$ cat config.mk
export PLATFORM = sky130hd
export DESIGN_NAME = ef2d_queue
export DESIGN_NICKNAME = d
export VERILOG_FILES = /design/src/rtl/core/ef2d_pkg.sv /design/src/rtl/core/ef2d_queue.sv
export SDC_FILE = /design/constraint.sdc
export NUM_CORES = 1
export LEC_CHECK = 0
export BUFFER_PORTS_ARGS = -buffer_cell sky130_fd_sc_hd__buf_4
export CELL_PAD_IN_SITES_DETAIL_PLACEMENT = 0
export CELL_PAD_IN_SITES_GLOBAL_PLACEMENT = 1
export CORE_MARGIN = 2
export CORE_UTILIZATION = 44
export CTS_CLUSTER_DIAMETER = 200
export DETAILED_ROUTE_END_ITERATION = 6
export PLACE_DENSITY_LB_ADDON = 0.1
export SLEW_MARGIN = 15
export SYNTH_ARGS = -nofsm -noshare
export SYNTH_HDL_FRONTEND = slang
export SYNTH_SLANG_ARGS = --single-unit
$ cat constraint.sdc
create_clock -name clk_i -period 4.65 [get_ports clk_i]
set_clock_uncertainty 0.1 [all_clocks]
set_input_delay 0.2325 -clock clk_i [delete_from_list [all_inputs] [get_ports clk_i]]
set_output_delay 0.2325 -clock clk_i [all_outputs]
set_load 0.005 [all_outputs]
$ cat src/rtl/core/ef2d_pkg.sv
// Shared constants and register codes for the 2D Euler flux core.
// No dependencies.
package ef2d_pkg;

  localparam int unsigned DATA_WIDTH_DEF = 32;
  localparam int unsigned FRAC_BITS_DEF  = 16;

  localparam int unsigned GAMMA_W = 18;
  localparam int unsigned EPS_W   = 16;
  localparam int unsigned CFG_W   = 18;

  localparam logic [GAMMA_W-1:0] GAMMA_RESET = 18'd91750;
  localparam logic [EPS_W-1:0]   EPS_RESET   = 16'd1;

  typedef enum logic [0:0] {
    REG_GAMMA = 1'b0,
    REG_EPS   = 1'b1
  } cfg_reg_e;

endpackage

$ cat src/rtl/core/ef2d_queue.sv
// Two-entry queue between front and back; the back drains it every cycle.
// Depends on ef2d_pkg.
module ef2d_queue #(
  parameter int unsigned DW = 4 * ef2d_pkg::DATA_WIDTH_DEF + 1
) (
  input  logic          clk_i,
  input  logic          rst_ni,
  input  logic          push_i,
  input  logic [DW-1:0] data_i,
  output logic          full_o,
  output logic          valid_o,
  output logic [DW-1:0] data_o
);

  logic [DW-1:0] mem_q [2];
  logic          wr_q;
  logic          rd_q;
  logic [1:0]    cnt_q;
  logic          pop;

  assign pop = (cnt_q != 2'd0);

  always_ff @(posedge clk_i or negedge rst_ni) begin
    if (!rst_ni) begin
      wr_q  <= 1'b0;
      rd_q  <= 1'b0;
      cnt_q <= 2'd0;
    end else begin
      wr_q  <= wr_q ^ push_i;
      rd_q  <= rd_q ^ pop;
      cnt_q <= cnt_q + {1'b0, push_i} - {1'b0, pop};
    end
  end

  always_ff @(posedge clk_i) begin
    if (push_i) begin
      mem_q[wr_q] <= data_i;
    end
  end

  assign full_o  = (cnt_q == 2'd2);
  assign valid_o = pop;
  assign data_o  = mem_q[rd_q];

`ifndef SYNTHESIS
  a_no_overflow: assert property (@(posedge clk_i) disable iff (!rst_ni)
    full_o |-> !push_i)
    else $error("item pushed into full queue");
`endif

endmodule

---- Word level (Yosys, flattened, before mapping) ----
Memory sizes are Yosys's and may differ from the RTL's.
Index checks and enable logic that the tools add are counted.
operators by class
  muxes and demuxes ....................... 2
  reductions and logical operators ........ 1
  bitwise gates (word level) .............. 2
  add/sub/neg operators ................... 2
  equal/unequal tests ..................... 1
operators by type and width
  kind                  number
  $add A2 B1 Y2         1
  $eq A2 B2 Y1 const B  1
  $mux W1               2
  $reduce_bool A2 Y1    1
  $sub A2 B1 Y2         1
  $xor A1 B1 Y1         2
word-level totals
  input port bits ......................... 132
  memories kept ........................... 1
  bits in writable memories ............... 258
  bits in registers ....................... 4
memory list
  name   depth  bits a word  read ports  clocked after memory_dff  write ports  RTL line          RTL
  mem_q  2      129          1           0                         1            ef2d_queue.sv:15  logic [DW-1:0] mem_q [2];

---- Logic depth before layout (Yosys ltp) ----
  depth in word-level cells ............... 2
  gate-level depth with buffers ........... 3

---- Worst setup path before layout ----
Ideal clock, no wire load.
  kind .................................... register to register
  start ................................... register wr_q
  end ..................................... memory mem_q[0][0] (netlist name) (enable)
  cell stages (with the launch flop) ...... 3
  library setup time ...................... 0.504 ns
  arrival ................................. 3.430 ns
  setup slack ............................. 0.615 ns
  period minus slack after synthesis ...... 4.035 ns
  buffers on the path ..................... 0
  path through ............................ dfrtp_1 > inv_1 > ha_1
RTL lines
  item                    RTL line          RTL
  start, declared         ef2d_queue.sv:16  logic wr_q;
  start signal, assigned  ef2d_queue.sv:29  wr_q <= wr_q ^ push_i;
  end, declared           ef2d_queue.sv:15
Straight into the memory's write port.

---- Worst setup path after layout ----
  start ................................... register rd_q
  end ..................................... output data_o[51]
between the ends
  cells in the longest elaborated chain, start to end .. 1
ends and longest elaborated chain
  item                    RTL line          RTL
  start, declared         ef2d_queue.sv:17  logic rd_q;
  start signal, assigned  ef2d_queue.sv:30  rd_q <= rd_q ^ pop;
  $mem_v2 Z2 W129         -
  end, declared           ef2d_queue.sv:12  output logic [DW-1:0] data_o
No other way between the ends.

==> impl.org <==
** Run status
- Run status :: finished, final reports clean

** Job
- Max-cap violations in this run came to 0.

** GRT
- Vias in the first global route :: 5677
- The initial antenna violation count is 0.
- The first global-routing pass estimated 29600 um of wire.
- Maximum number of pins on one net before global-route repair :: 82
- GRT Resource Usage Total :: 16.9%
- GRT Residual Overflow :: 0

** Timing
- Max-Slew Margin vs Limit :: 37.4%
- Derived from the worst setup path, the maximum achievable clock frequency is 330 MHz.
- The hold violation total from the final report was 0.
- The smallest clock period supported by the final layout is computed as 3.03 ns.
- Setup repair after global routing missed its margin :: no
- Number of slew-limit violations in the final report :: 0
- Accumulated negative setup slack :: 0 ns
- Dividing the final minimum period by the clock period gives 65.1%.
- Setup violations remaining at the end of the flow were counted as 0.
- Pin slew with the least headroom to its limit :: 0.939 ns

** Setup path
- Worst reg2reg path startpoint :: wr_q$_DFF_PN0_
- Origin of the worst setup path :: rd_q$_DFF_PN0_
- In this run the worst path has a maximum fanout of 65.
- Kind of end point of the critical path :: primary output
- Critical path data required time :: 4.32 ns
- Data arrival time of the critical path :: 2.69 ns
- The worst register-to-register path ends at mem_q[0][127]$_DFFE_PP_.
- Worst Reg-to-Reg Cells :: 3
- Element type at the critical path start :: register
- Minimum setup slack among reg-to-reg paths :: 2.43 ns
- Following the worst setup path forward leads to its endpoint at data_o[51].
- The setup path with the least slack is of type register to primary output.

** Yosys
- Post-synthesis net count :: 551
- Largest family of logic cells by synthesized area :: multiplexers
- Total of flip-flops plus latches after synthesis :: 262
- The synthesized design contains 258 enable-type register cells.
- Mapped cell area :: 9520 sq um
- Share of synthesized cell area in full adder, half adder and majority cells :: 0.394%
- sky130_fd_sc_hd__edfxtp_1 takes more of the synthesized area than any other cell.
- Number of unique standard cell types used by synthesis :: 13
- Summing the sequential cell areas from Yosys gives 82.4% of the chip area.
- Synth warn :: 0
- The synthesized design devotes to its leading area cell type 81.4% of total area.
- Xor/xnor share of the synthesized area :: 0.184%
- After Yosys synthesis, and, or, nand and nor cells account for 0.237% of the synthesized area.
- Cell with the most instances after synthesis :: sky130_fd_sc_hd__edfxtp_1
- Syn Inst Count :: 416
- The commonest cells after synthesis are 258 x sky130_fd_sc_hd__edfxtp_1, 129 x sky130_fd_sc_hd__mux2_2, 10 x sky130_fd_sc_hd__buf_6.
- Summing the areas of all compound-gate instances in the mapped netlist gives 0% of the synthesized area.
- Mux cell area share after synthesis :: 15.3%
- Per-instance average area after synthesis :: 22.9 sq um
- Share of async-settable or async-resettable flops after synthesis :: 1.53%
- Flip-flop cell with the highest count after synthesis :: sky130_fd_sc_hd__edfxtp_1
- By area the synthesized netlist is led by sky130_fd_sc_hd__edfxtp_1 81%, sky130_fd_sc_hd__mux2_2 15%, sky130_fd_sc_hd__buf_6 1.2%.

** Layout
- 0 antenna diodes ended up in the layout.
- Cells with a size suffix above 1 make up 51.5% of the layout.
- Area growth syn-to-layout :: 46.9%
- At the end of the flow, the number of nets in the layout was 965.
- The finished cells cover 14000 sq um.
- Cells fill 66.1% of the core in the end.

** Clock tree
- For the worst-skew pair, the clock arrives at the later sink with an insertion delay of 0.52 ns.
- The clock drives 262 sinks.
- Root buffer cell :: sky130_fd_sc_hd__clkbuf_16
- In this run, post-CTS repair resized a total of 0 instances.
- Deepest clock path buffer count :: 3
- Number of buffers inserted by post-CTS setup repair :: 0
- CTS tree :: done
- CTS built an H-tree with a depth of 1.
- After clock tree synthesis, the clock-pin slew on the worst setup and hold paths is 0.06 ns.
- In this run, CTS created clock tree buffers numbering 27.

** Power
- Power density of the placed cells :: 536 nW/um^2
- Maximum VDD drop :: 0.000524 V
- Total power after layout :: 7.50 mW
- Total leakage power :: 5.30 nW

** Placed design
- IO buf count :: 262
- RePlAce Congestion :: 0.745
- In this run the cell area measured after placement is 11800 sq um.
- Hpwl dp :: 12500 um

** Die
- In this run the count of I/O pins placed on the die edge is 263.
- The die covers 22800 sq um.
- The core region is 21200 sq um.
- Initial core utilization :: 45.0%
- Num rows :: 53
- Horizontal die dimension :: 151 um
- Die height :: 151 um

** Drt
- In the routed layout, each cell is associated on average with a via count of 4.69.
- The first detailed-routing pass ran for 4 iterations.
- The final route contains 5284 vias.
- Once detail routing completed, the nets flagged for antenna violations numbered 0.
- Total wire length after detailed routing :: 19700 um
- After detailed routing, the number of remaining DRC violations is 0.
- Initial DRC Count :: 237
- Dividing the detail-routed wire length by the instance count gives 17.5 um.

** Min path
- Tightest Hold Check Type :: primary input to register
sequential cells by signal, indices dropped and copies added, names as in the netlist:
register,flops
mem_q,258
cnt_q,2
rd_q,1
wr_q,1
where the power goes:
part	total, mW	internal [mW]	switching (mW)
sequential	3.33	3.12	0.201
combinational	2.12	1.25	0.876
clock	2.05	1.23	0.824
total	7.50	5.60	1.90
layer usage:
metal | vias up | GRT usage, % | wire, um
met4 | 0 | 5.33 | 478
met1 | 2573 | 20.0 | 7630
met3 | 34 | 5.24 | 1650
met2 | 194 | 29.8 | 9980
li1 | 2483 | - | -
met5 | - | 0 | 0
cells by family (layout without fill, tap and decap cells):
kind of cell / after synthesis / in the layout
XOR/XNOR: 2 / 2
adder cells (fa/ha/maj): 3 / 3
buffers and inverters: 16 / 451
flip-flops: 262 / 262
multiplexers: 129 / 129
AND/OR/NAND/NOR: 4 / 4
worst max-delay path: stages, from the launching register on:
cell,delay (ns)
sky130_fd_sc_hd__dfrtp_4,1.01
sky130_fd_sc_hd__buf_4,0.56
sky130_fd_sc_hd__mux2_2,0.42
sky130_fd_sc_hd__buf_4,0.14
what timing repair did:
item                                    4_1_cts  5_1_grt
endpoints found under the hold margin       264        0
hold buffers                                132        0
endpoints found under the setup margin        0        0
metrics by stage:
| stage | worst slack, ns | std cells | hold WS, ns |
|---|---|---|---|
| 3_3_place_gp | 2.19 | 943 | -0.0695 |
| 2_1_floorplan | 0.615 | 416 | -0.163 |
| 6_report | 1.62 | 1126 | 0.332 |
| 3_5_place_dp | 2.15 | 943 | -0.0678 |
| 5_1_grt | 1.49 | 1126 | 0.318 |
| 4_1_cts | 1.58 | 1125 | 0.316 |
worst min-delay path by stage:
stage	end	slack, ns	start	depth (start not counted)
after detailed placement	cnt_q[1]$_DFF_PN0_	-0.07	rst_ni	1
after CTS	mem_q[1][126]$_DFFE_PP_	0.32	data_i[126]	2
final	mem_q[1][18]$_DFFE_PP_	0.33	data_i[18]	2
after global routing	mem_q[0][10]$_DFFE_PP_	0.32	data_i[10]	2
after global placement	cnt_q[0]$_DFF_PN0_	-0.07	rst_ni	1
after floorplan	cnt_q[0]$_DFF_PN0_	-0.16	rst_ni	0
placed cells by master (no fill, tap or decap):
cell type                         n
sky130_fd_sc_hd__ha_4             2
sky130_fd_sc_hd__dfrtp_4          1
sky130_fd_sc_hd__inv_6            2
sky130_fd_sc_hd__buf_4          264
sky130_fd_sc_hd__bufinv_16        3
sky130_fd_sc_hd__or2_2            1
sky130_fd_sc_hd__clkbuf_1         3
sky130_fd_sc_hd__clkinv_2         5
sky130_fd_sc_hd__ha_1             1
sky130_fd_sc_hd__xor2_1           1
sky130_fd_sc_hd__edfxtp_1       258
sky130_fd_sc_hd__buf_12           2
sky130_fd_sc_hd__dlygate4sd3_1  132
sky130_fd_sc_hd__nor2b_1          2
sky130_fd_sc_hd__inv_1            2
sky130_fd_sc_hd__xnor2_1          1
sky130_fd_sc_hd__buf_16           1
sky130_fd_sc_hd__dfrtp_1          3
sky130_fd_sc_hd__nand2_1          1
sky130_fd_sc_hd__mux2_2         129
sky130_fd_sc_hd__clkinv_1         9
sky130_fd_sc_hd__clkinvlp_4       1
sky130_fd_sc_hd__clkbuf_16       27
cell type report:
type	count	area, sq um
Sequential cell	262	7850
Clock inverter	20	174
Multi-Input combinational cell	138	1560
Tap cell	275	344
Fill cell	1482	7160
Inverter	2	7.51
Timing Repair Buffer	399	3370
Clock buffer	30	687
(Power assumes the default switching activity.)
