--- src/rtl/core/ef2d_pkg.sv ---
// Shared constants and register codes for the 2D Euler flux core.
// No dependencies.
package ef2d_pkg;

  localparam int unsigned DATA_WIDTH_DEF = 32;
  localparam int unsigned FRAC_BITS_DEF  = 16;

  localparam int unsigned GAMMA_W = 18;
  localparam int unsigned EPS_W   = 16;
  localparam int unsigned CFG_W   = 18;

  localparam logic [GAMMA_W-1:0] GAMMA_RESET = 18'd91750;
  localparam logic [EPS_W-1:0]   EPS_RESET   = 16'd1;

  typedef enum logic [0:0] {
    REG_GAMMA = 1'b0,
    REG_EPS   = 1'b1
  } cfg_reg_e;

endpackage

--- src/rtl/core/ef2d_front.sv ---
// Front end: takes an item, flags degenerate density and registers it.
// Depends on ef2d_pkg.
module ef2d_front #(
  parameter int unsigned W = ef2d_pkg::DATA_WIDTH_DEF
) (
  input  logic                       clk_i,
  input  logic                       rst_ni,
  input  logic                       start_i,
  input  logic                       busy_i,
  input  logic signed [W-1:0]        density_i,
  input  logic signed [W-1:0]        momentum_x_i,
  input  logic signed [W-1:0]        momentum_y_i,
  input  logic signed [W-1:0]        total_energy_i,
  input  logic [ef2d_pkg::EPS_W-1:0] eps_i,
  output logic                       valid_o,
  output logic [4*W:0]               data_o
);

  localparam int unsigned CW = W + ef2d_pkg::EPS_W;

  logic          accept;
  logic [W-1:0]  rho_mag;
  logic          degen;
  logic          valid_q;
  logic [4*W:0]  data_q;

  assign accept  = start_i & ~busy_i;
  assign rho_mag = density_i[W-1] ? (~density_i + W'(1)) : density_i;
  assign degen   = (density_i == '0) || (CW'(rho_mag) < CW'(eps_i));

  always_ff @(posedge clk_i or negedge rst_ni) begin
    if (!rst_ni) begin
      valid_q <= 1'b0;
    end else begin
      valid_q <= accept;
    end
  end

  always_ff @(posedge clk_i) begin
    if (accept) begin
      data_q <= {degen, total_energy_i, momentum_y_i, momentum_x_i, density_i};
    end
  end

  assign valid_o = valid_q;
  assign data_o  = data_q;

endmodule

--- config.mk ---
export PLATFORM = sky130hd
export DESIGN_NAME = ef2d_front
export DESIGN_NICKNAME = d
export VERILOG_FILES = /design/src/rtl/core/ef2d_pkg.sv /design/src/rtl/core/ef2d_front.sv
export SDC_FILE = /design/constraint.sdc
export NUM_CORES = 1
export LEC_CHECK = 0
export BUFFER_PORTS_ARGS = -buffer_cell sky130_fd_sc_hd__buf_4
export CORE_ASPECT_RATIO = 0.7
export CORE_MARGIN = 10
export CORE_UTILIZATION = 40
export CTS_CLUSTER_SIZE = 30
export DETAILED_ROUTE_END_ITERATION = 10
export HOLD_SLACK_MARGIN = 0.05
export PLACE_DENSITY = 0.73
export SETUP_SLACK_MARGIN = 0.05
export SLEW_MARGIN = 0
export SYNTH_ARGS = -nofsm -noshare
export SYNTH_HDL_FRONTEND = slang
export SYNTH_SLANG_ARGS = --single-unit
--- constraint.sdc ---
create_clock -name clk_i -period 0.8 [get_ports clk_i]
set_input_delay 0.16 -clock clk_i [delete_from_list [all_inputs] [get_ports clk_i]]
set_output_delay 0.16 -clock clk_i [all_outputs]
set_load 0.01 [all_outputs]
# --- Word-level counts from Yosys, hierarchy flattened ---
# Index checks and enable logic that the tools add are counted.
word_totals:
  reg_bits: 130
  inputBits: 148
  word_cells: 10
classes:
  addsub: 1
  magnitude_cmp: 1
  mux: 1
  bitwise_logic: 3
  n_reduce_logical: 2
ops:
  columns: ["cell", "count"]
  rows:
  - ["$add 32x2->32 const B", 1]
  - ["$logic_not 32->1", 1]
  - ["$lt 32x16->1", 1]
  - ["$mux 32", 1]
  - ["$not 32->32", 1]
  - ["$and 1x1->1", 1]
  - ["$logic_or 1x1->1", 1]
  - ["$not 1->1", 1]

# --- Logic depth before layout (Yosys ltp) ---
depth:
  word_depth: 5
  ltp_mapped: 14

# --- Least setup slack after synthesis ---
# No wires, ideal clock.
synth_path:
  kind: "input -> register"
  startpoint: "input busy_i"
  endpoint: "register valid_q, in the netlist valid_o"
  setup_ns: 0.728
  arrival_time_ns: 5.911
  required_ns: 0.072
  setup_slack_ns: -5.839
  path_stages: 1
  n_path_buf: 0
  cell_sequence: "nor2b_1"
synth_via:
  elab_chain_cells: 2
synth_rtl:
  columns: ["item", "line_no", "rtl"]
  rows:
  - ["start: declaration", "ef2d_front.sv:9", "input logic busy_i,"]
  - ["$not 1->1", "ef2d_front.sv:27", "assign accept = start_i & ~busy_i;"]
  - ["$and 1x1->1", "ef2d_front.sv:27", null]
  - ["end signal: assignment", "ef2d_front.sv:35", "valid_q <= accept;"]
  - ["end: declaration", "ef2d_front.sv:24", "logic valid_q;"]
# Every way passes these cells.
# A chain may end at the register's enable or synchronous reset.

# --- Worst setup path in the final report ---
layout_path:
  startpoint: "input density_i[3]"
  endpoint: "register data_q[128], in the netlist data_o[128], data pin"
layout_via:
  elab_chain_cells: 5
  elab_cells_between_ends: 6
  cone_classes: "add/sub: 1; order compare: 1; mux: 1; bitwise: 1; reduce/logical: 2"
layout_rtl:
  columns: ["item", "line_no", "rtl"]
  rows:
  - ["start: declaration", "ef2d_front.sv:10", "input logic signed [W-1:0] density_i,"]
  - ["$not 32->32", "ef2d_front.sv:28", "assign rho_mag = density_i[W-1] ? (~density_i + W'(1)) : density_i;"]
  - ["$add 32x2->32", "ef2d_front.sv:28", null]
  - ["$mux 32", "ef2d_front.sv:28", null]
  - ["$lt 32x16->1", "ef2d_front.sv:29", "assign degen = (density_i == '0) || (CW'(rho_mag) < CW'(eps_i));"]
  - ["$logic_or 1x1->1 (*)", "ef2d_front.sv:29", null]
  - ["via degen", "ef2d_front.sv:23", "logic degen;"]
  - ["end signal: assignment", "ef2d_front.sv:41", "data_q <= {degen, total_energy_i, momentum_y_i, momentum_x_i, density_i};"]
  - ["end: declaration", "ef2d_front.sv:25", "logic [4*W:0] data_q;"]
# The timed path passes the listed nets; every way through them passes the cells marked *.

==> summary.txt <==
Status
  – Status: complete, but fails checks
  – Violated checks: setup timing

Cells and area
  – Share of final-layout standard cells stronger than drive strength 1: 53.17%
  – Count of non-filler cells in the finished layout: 982
  – Final standard cell utilization of the core: 83.07%
  – Area growth from synthesis to final layout: 100.3%
  – Number of inserted diodes: 0
  – Fillers: 635
  – Nets: 971

Flow run
  – Max_cap viols: 0

Yosys
  – Synth Net Count: 491
  – Commonest register cell after synthesis: sky130_fd_sc_hd__edfxtp_1
  – Synthesized flop and latch total: 130
  – Post-synthesis sequential area ratio: 74.40%
  – Proportion of register bits with asynchronous set or reset after synthesis: 0.7692%
  – Total standard cell area after synthesis: 5240 µm²
  – Count of warnings emitted by yosys: 0
  – Number of flops mapped to enable cells by yosys: 129
  – Largest cells by area after synthesis: sky130_fd_sc_hd__edfxtp_1, sky130_fd_sc_hd__ha_1, sky130_fd_sc_hd__xnor2_1
  – Fraction of synthesized cell area taken by the top area cell type: 73.93%
  – Largest area contributor in the netlist: sky130_fd_sc_hd__edfxtp_1
  – Count of unique library cells instantiated by Yosys: 54
  – Syn Inst Count: 327
  – Average size of a mapped cell: 16.02 µm²

Critical path
  – Slowest Stage Delay on Critical Path: 0.57 ns
  – Critical-path cell with the highest stage delay: sky130_fd_sc_hd__or4_4
  – Arr. time, crit path: 2.60 ns
  – Setup CP Type: in -> reg
  – Critical path's top delay family: compound AO/OA/AOI/OAI gates
  – Data required time of the worst path: 1.05 ns
  – Number of gates on the worst path with buffers counted: 12
  – Kind of launch point of the worst setup path: input pin
  – Worst Path Max Fanout: 2
  – Setup crit end kind: register
  – Top cell by count, worst path: sky130_fd_sc_hd__a21o_1
  – Worst-path cell chain: buf_6 -> or4_4 -> o21ai_2 -> xnor2_1 -> ha_1 -> a21o_1 -> a21o_1 -> a21oi_2 -> a2111oi_4 -> a311oi_1 -> nand4_1 -> a211oi_2
  – Critical path buffer and inverter count: 1

Floorplan
  – Floorplan die area: 18150 µm²
  – Number of ports placed on the die boundary: 278
  – Row count: 34
  – Initial standard-cell utilization of the core: 41.47%
  – CORE AREA: 12630 µm²
  – Width of the die: 156.8 µm
  – Floorplan die height: 115.8 µm

STA
  – Final-report setup violation count: 131
  – Min cycle time layout: 2.347 ns
  – Slew headroom: 68.11%
  – Max-slew violation count: 0
  – Setup tns final: -42.29 ns
  – Setup repair after global routing missed its margin: yes
  – Max Clk Rate: 0.4261 GHz
  – Hold Vio Cnt, Final: 0
  – Worst Tran Pin Value: 0.4747 ns
  – Final Cycle Share: 293.4%
  – Smallest setup slack after layout: -1.547 ns

Placed design
  – Placer's final routability congestion estimate: 0.9344
  – PortBufs: 277
  – Number of placed instances with taps included: 847
  – HPWL Detailed: 15490 µm

Clocking
  – Total CTS buffers: 17
  – TritonCTS clock tree: done
  – Sink Count: 130
  – Clock-pin slew on the worst setup and hold paths: 0.06 ns
  – Maximum root-to-sink buffer count: 2
  – Level count of the clock H-tree: 4
  – CTS Hold Bufs: 99
  – Cell at the root of the clock tree: sky130_fd_sc_hd__clkbuf_16

Routing
  – Remaining routing DRC violations: 0
  – Vias per Instance: 5.131
  – ANT nets after route: 0
  – Total wire length after detailed routing: 25170 µm
  – Number of search-and-repair iterations in the first detailed-routing pass: 5
  – Vias: 5039
  – 1st-iter DRT viols: 479
  – Routed wirelength normalized by instance count: 25.63 µm

Power and ir drop
  – Total power draw: 0.01993 W
  – Cell leakage power: 4.441 nW
  – Worst ir drop on vdd: 1506 µV
  – Cell Pwr Density: 1899 nW/µm²

Worst hold path
  – Hold Crit Depth: 2
  – Worst hold-check path type: in -> reg

Global routing
  – Global-route track usage on met3: 7.960%
  – Global-route usage over all layers: 25.71%
  – Met1 capacity usage during global routing: 29.98%
  – Largest net degree at the start of global routing: 23
  – GRT Max-Usage Layer: met2
  – Wire length of the first global-routing pass: 34760 µm
  – Sum of overflow across all layers after global routing: 0
  – Met2 track utilization from global routing: 46.10%
  – Number of global-route vias before repair: 5321
  – Antenna violations before repair: 0
==> power by group <==
part           switching [W]  total [W]  leakage, nW  internal (W)
Combinational        0.00152    0.00362         2.94       0.00211
Clock                0.00332    0.00802        0.282       0.00470
Sequential          0.000270    0.00829         1.22       0.00802
==> sequential cells by signal (all words and copies together) (netlist names) <==
register	cells
data_o	129
valid_o	1
==> through the flow <==
| step | cell area, µm² | setup slack [ns] | hold slack (ns) |
|---|---|---|---|
| after floorplan | 5260 | -1.740 | -0.1356 |
| after global placement | 8234 | -2.024 | -0.06411 |
| after detailed placement | 8234 | -2.139 | -0.06368 |
| after CTS | 10300 | -1.514 | 0.03260 |
| after global routing | 10500 | -1.709 | 0.02672 |
| final | 10500 | -1.547 | 0.03656 |
==> worst paths after layout <==
kind                         startpoint  slack, ns               endpoint
worst max-delay path       density_i[3]      -1.55  data_o[128]$_DFFE_PP_
worst min-delay path       density_i[0]       0.04    data_o[0]$_DFFE_PP_
max in group asynchronous        rst_ni       0.64      valid_o$_DFF_PN0_
min in group asynchronous        rst_ni       0.08      valid_o$_DFF_PN0_
==> repair_timing <==
action                                 4_1_cts  5_1_grt
setup buffers                                0        4
endpoints found under the hold margin      103        4
pin swaps                                    7       17
setup endpoints to repair                  131      131
gates resized for setup                    121       43
==> cells in the mapped netlist (all sizes together) (2+ instances only) <==
| cell type | n |
|---|---|
| nor2b | 2 |
| a31oi | 4 |
| or4 | 3 |
| o311ai | 2 |
| a311oi | 2 |
| o31ai | 6 |
| inv | 26 |
| nor4 | 7 |
| and3 | 6 |
| nand3 | 5 |
| a21oi | 7 |
| nor2 | 12 |
| nand4 | 8 |
| a211o | 2 |
| clkbuf | 3 |
| o21ai | 11 |
| ha | 16 |
| xnor2 | 15 |
| o211ai | 2 |
| a21o | 3 |
| nand2 | 17 |
| buf | 3 |
| edfxtp | 129 |
| a211oi | 2 |
| o41ai | 3 |
| a22oi | 2 |
| nor3 | 14 |
==> cells by family (layout without fill, tap and decap cells) <==
family	Yosys count	after routing	synth area share (%)
flip-flops	130	130	74.40
AND/OR/NAND/NOR	79	79	9.193
AO/OA/AOI/OAI	55	55	7.593
buffers and inverters	32	525	2.483
adder cells (fa/ha/maj)	16	16	3.820
XOR/XNOR	15	15	2.507
==> metal layers <==
metal  share of wire [%]  wire, µm  up-vias
met5                   0         0        -
met4                 1.4       364        0
met3                 9.4      2378       29
met2                  52     13020      316
met1                  37      9408     2440
li1                    -         -     2254
==> layout by cell type, fill, tap and decap left out, types with 3 or more instances in the layout <==
cell                            instances
sky130_fd_sc_hd__buf_4                229
sky130_fd_sc_hd__buf_6                132
sky130_fd_sc_hd__edfxtp_1             129
sky130_fd_sc_hd__dlygate4sd3_1         99
sky130_fd_sc_hd__inv_1                 24
sky130_fd_sc_hd__clkbuf_16             17
sky130_fd_sc_hd__ha_1                  15
sky130_fd_sc_hd__xnor2_1               14
sky130_fd_sc_hd__nand2_1               14
sky130_fd_sc_hd__nor3_1                12
sky130_fd_sc_hd__nor2_1                11
sky130_fd_sc_hd__inv_6                  8
sky130_fd_sc_hd__nand4_1                7
sky130_fd_sc_hd__o21ai_0                6
sky130_fd_sc_hd__a21oi_1                6
sky130_fd_sc_hd__buf_12                 6
sky130_fd_sc_hd__a31oi_1                4
sky130_fd_sc_hd__nor4_4                 3
sky130_fd_sc_hd__nand2_2                3
sky130_fd_sc_hd__o21ai_2                3
sky130_fd_sc_hd__o31ai_1                3
sky130_fd_sc_hd__and3_1                 3
sky130_fd_sc_hd__nor4_1                 3
sky130_fd_sc_hd__and3_2                 3
sky130_fd_sc_hd__a21o_1                 3
sky130_fd_sc_hd__nand3_1                3
sky130_fd_sc_hd__clkinvlp_4             3
==> final cells by class <==
class | instances | area, µm² | area share, %
Clock inverter | 14 | 163.9 | 1.562
Multi-Input combinational cell | 165 | 1366 | 13.02
Clock buffer | 18 | 429.2 | 4.089
Tap cell | 162 | 202.7 | 1.931
Sequential cell | 130 | 3899 | 37.15
Timing Repair Buffer | 467 | 4332 | 41.27
Inverter | 26 | 102.6 | 0.9776
No activity file was read; power rests on OpenSTA's default activity.
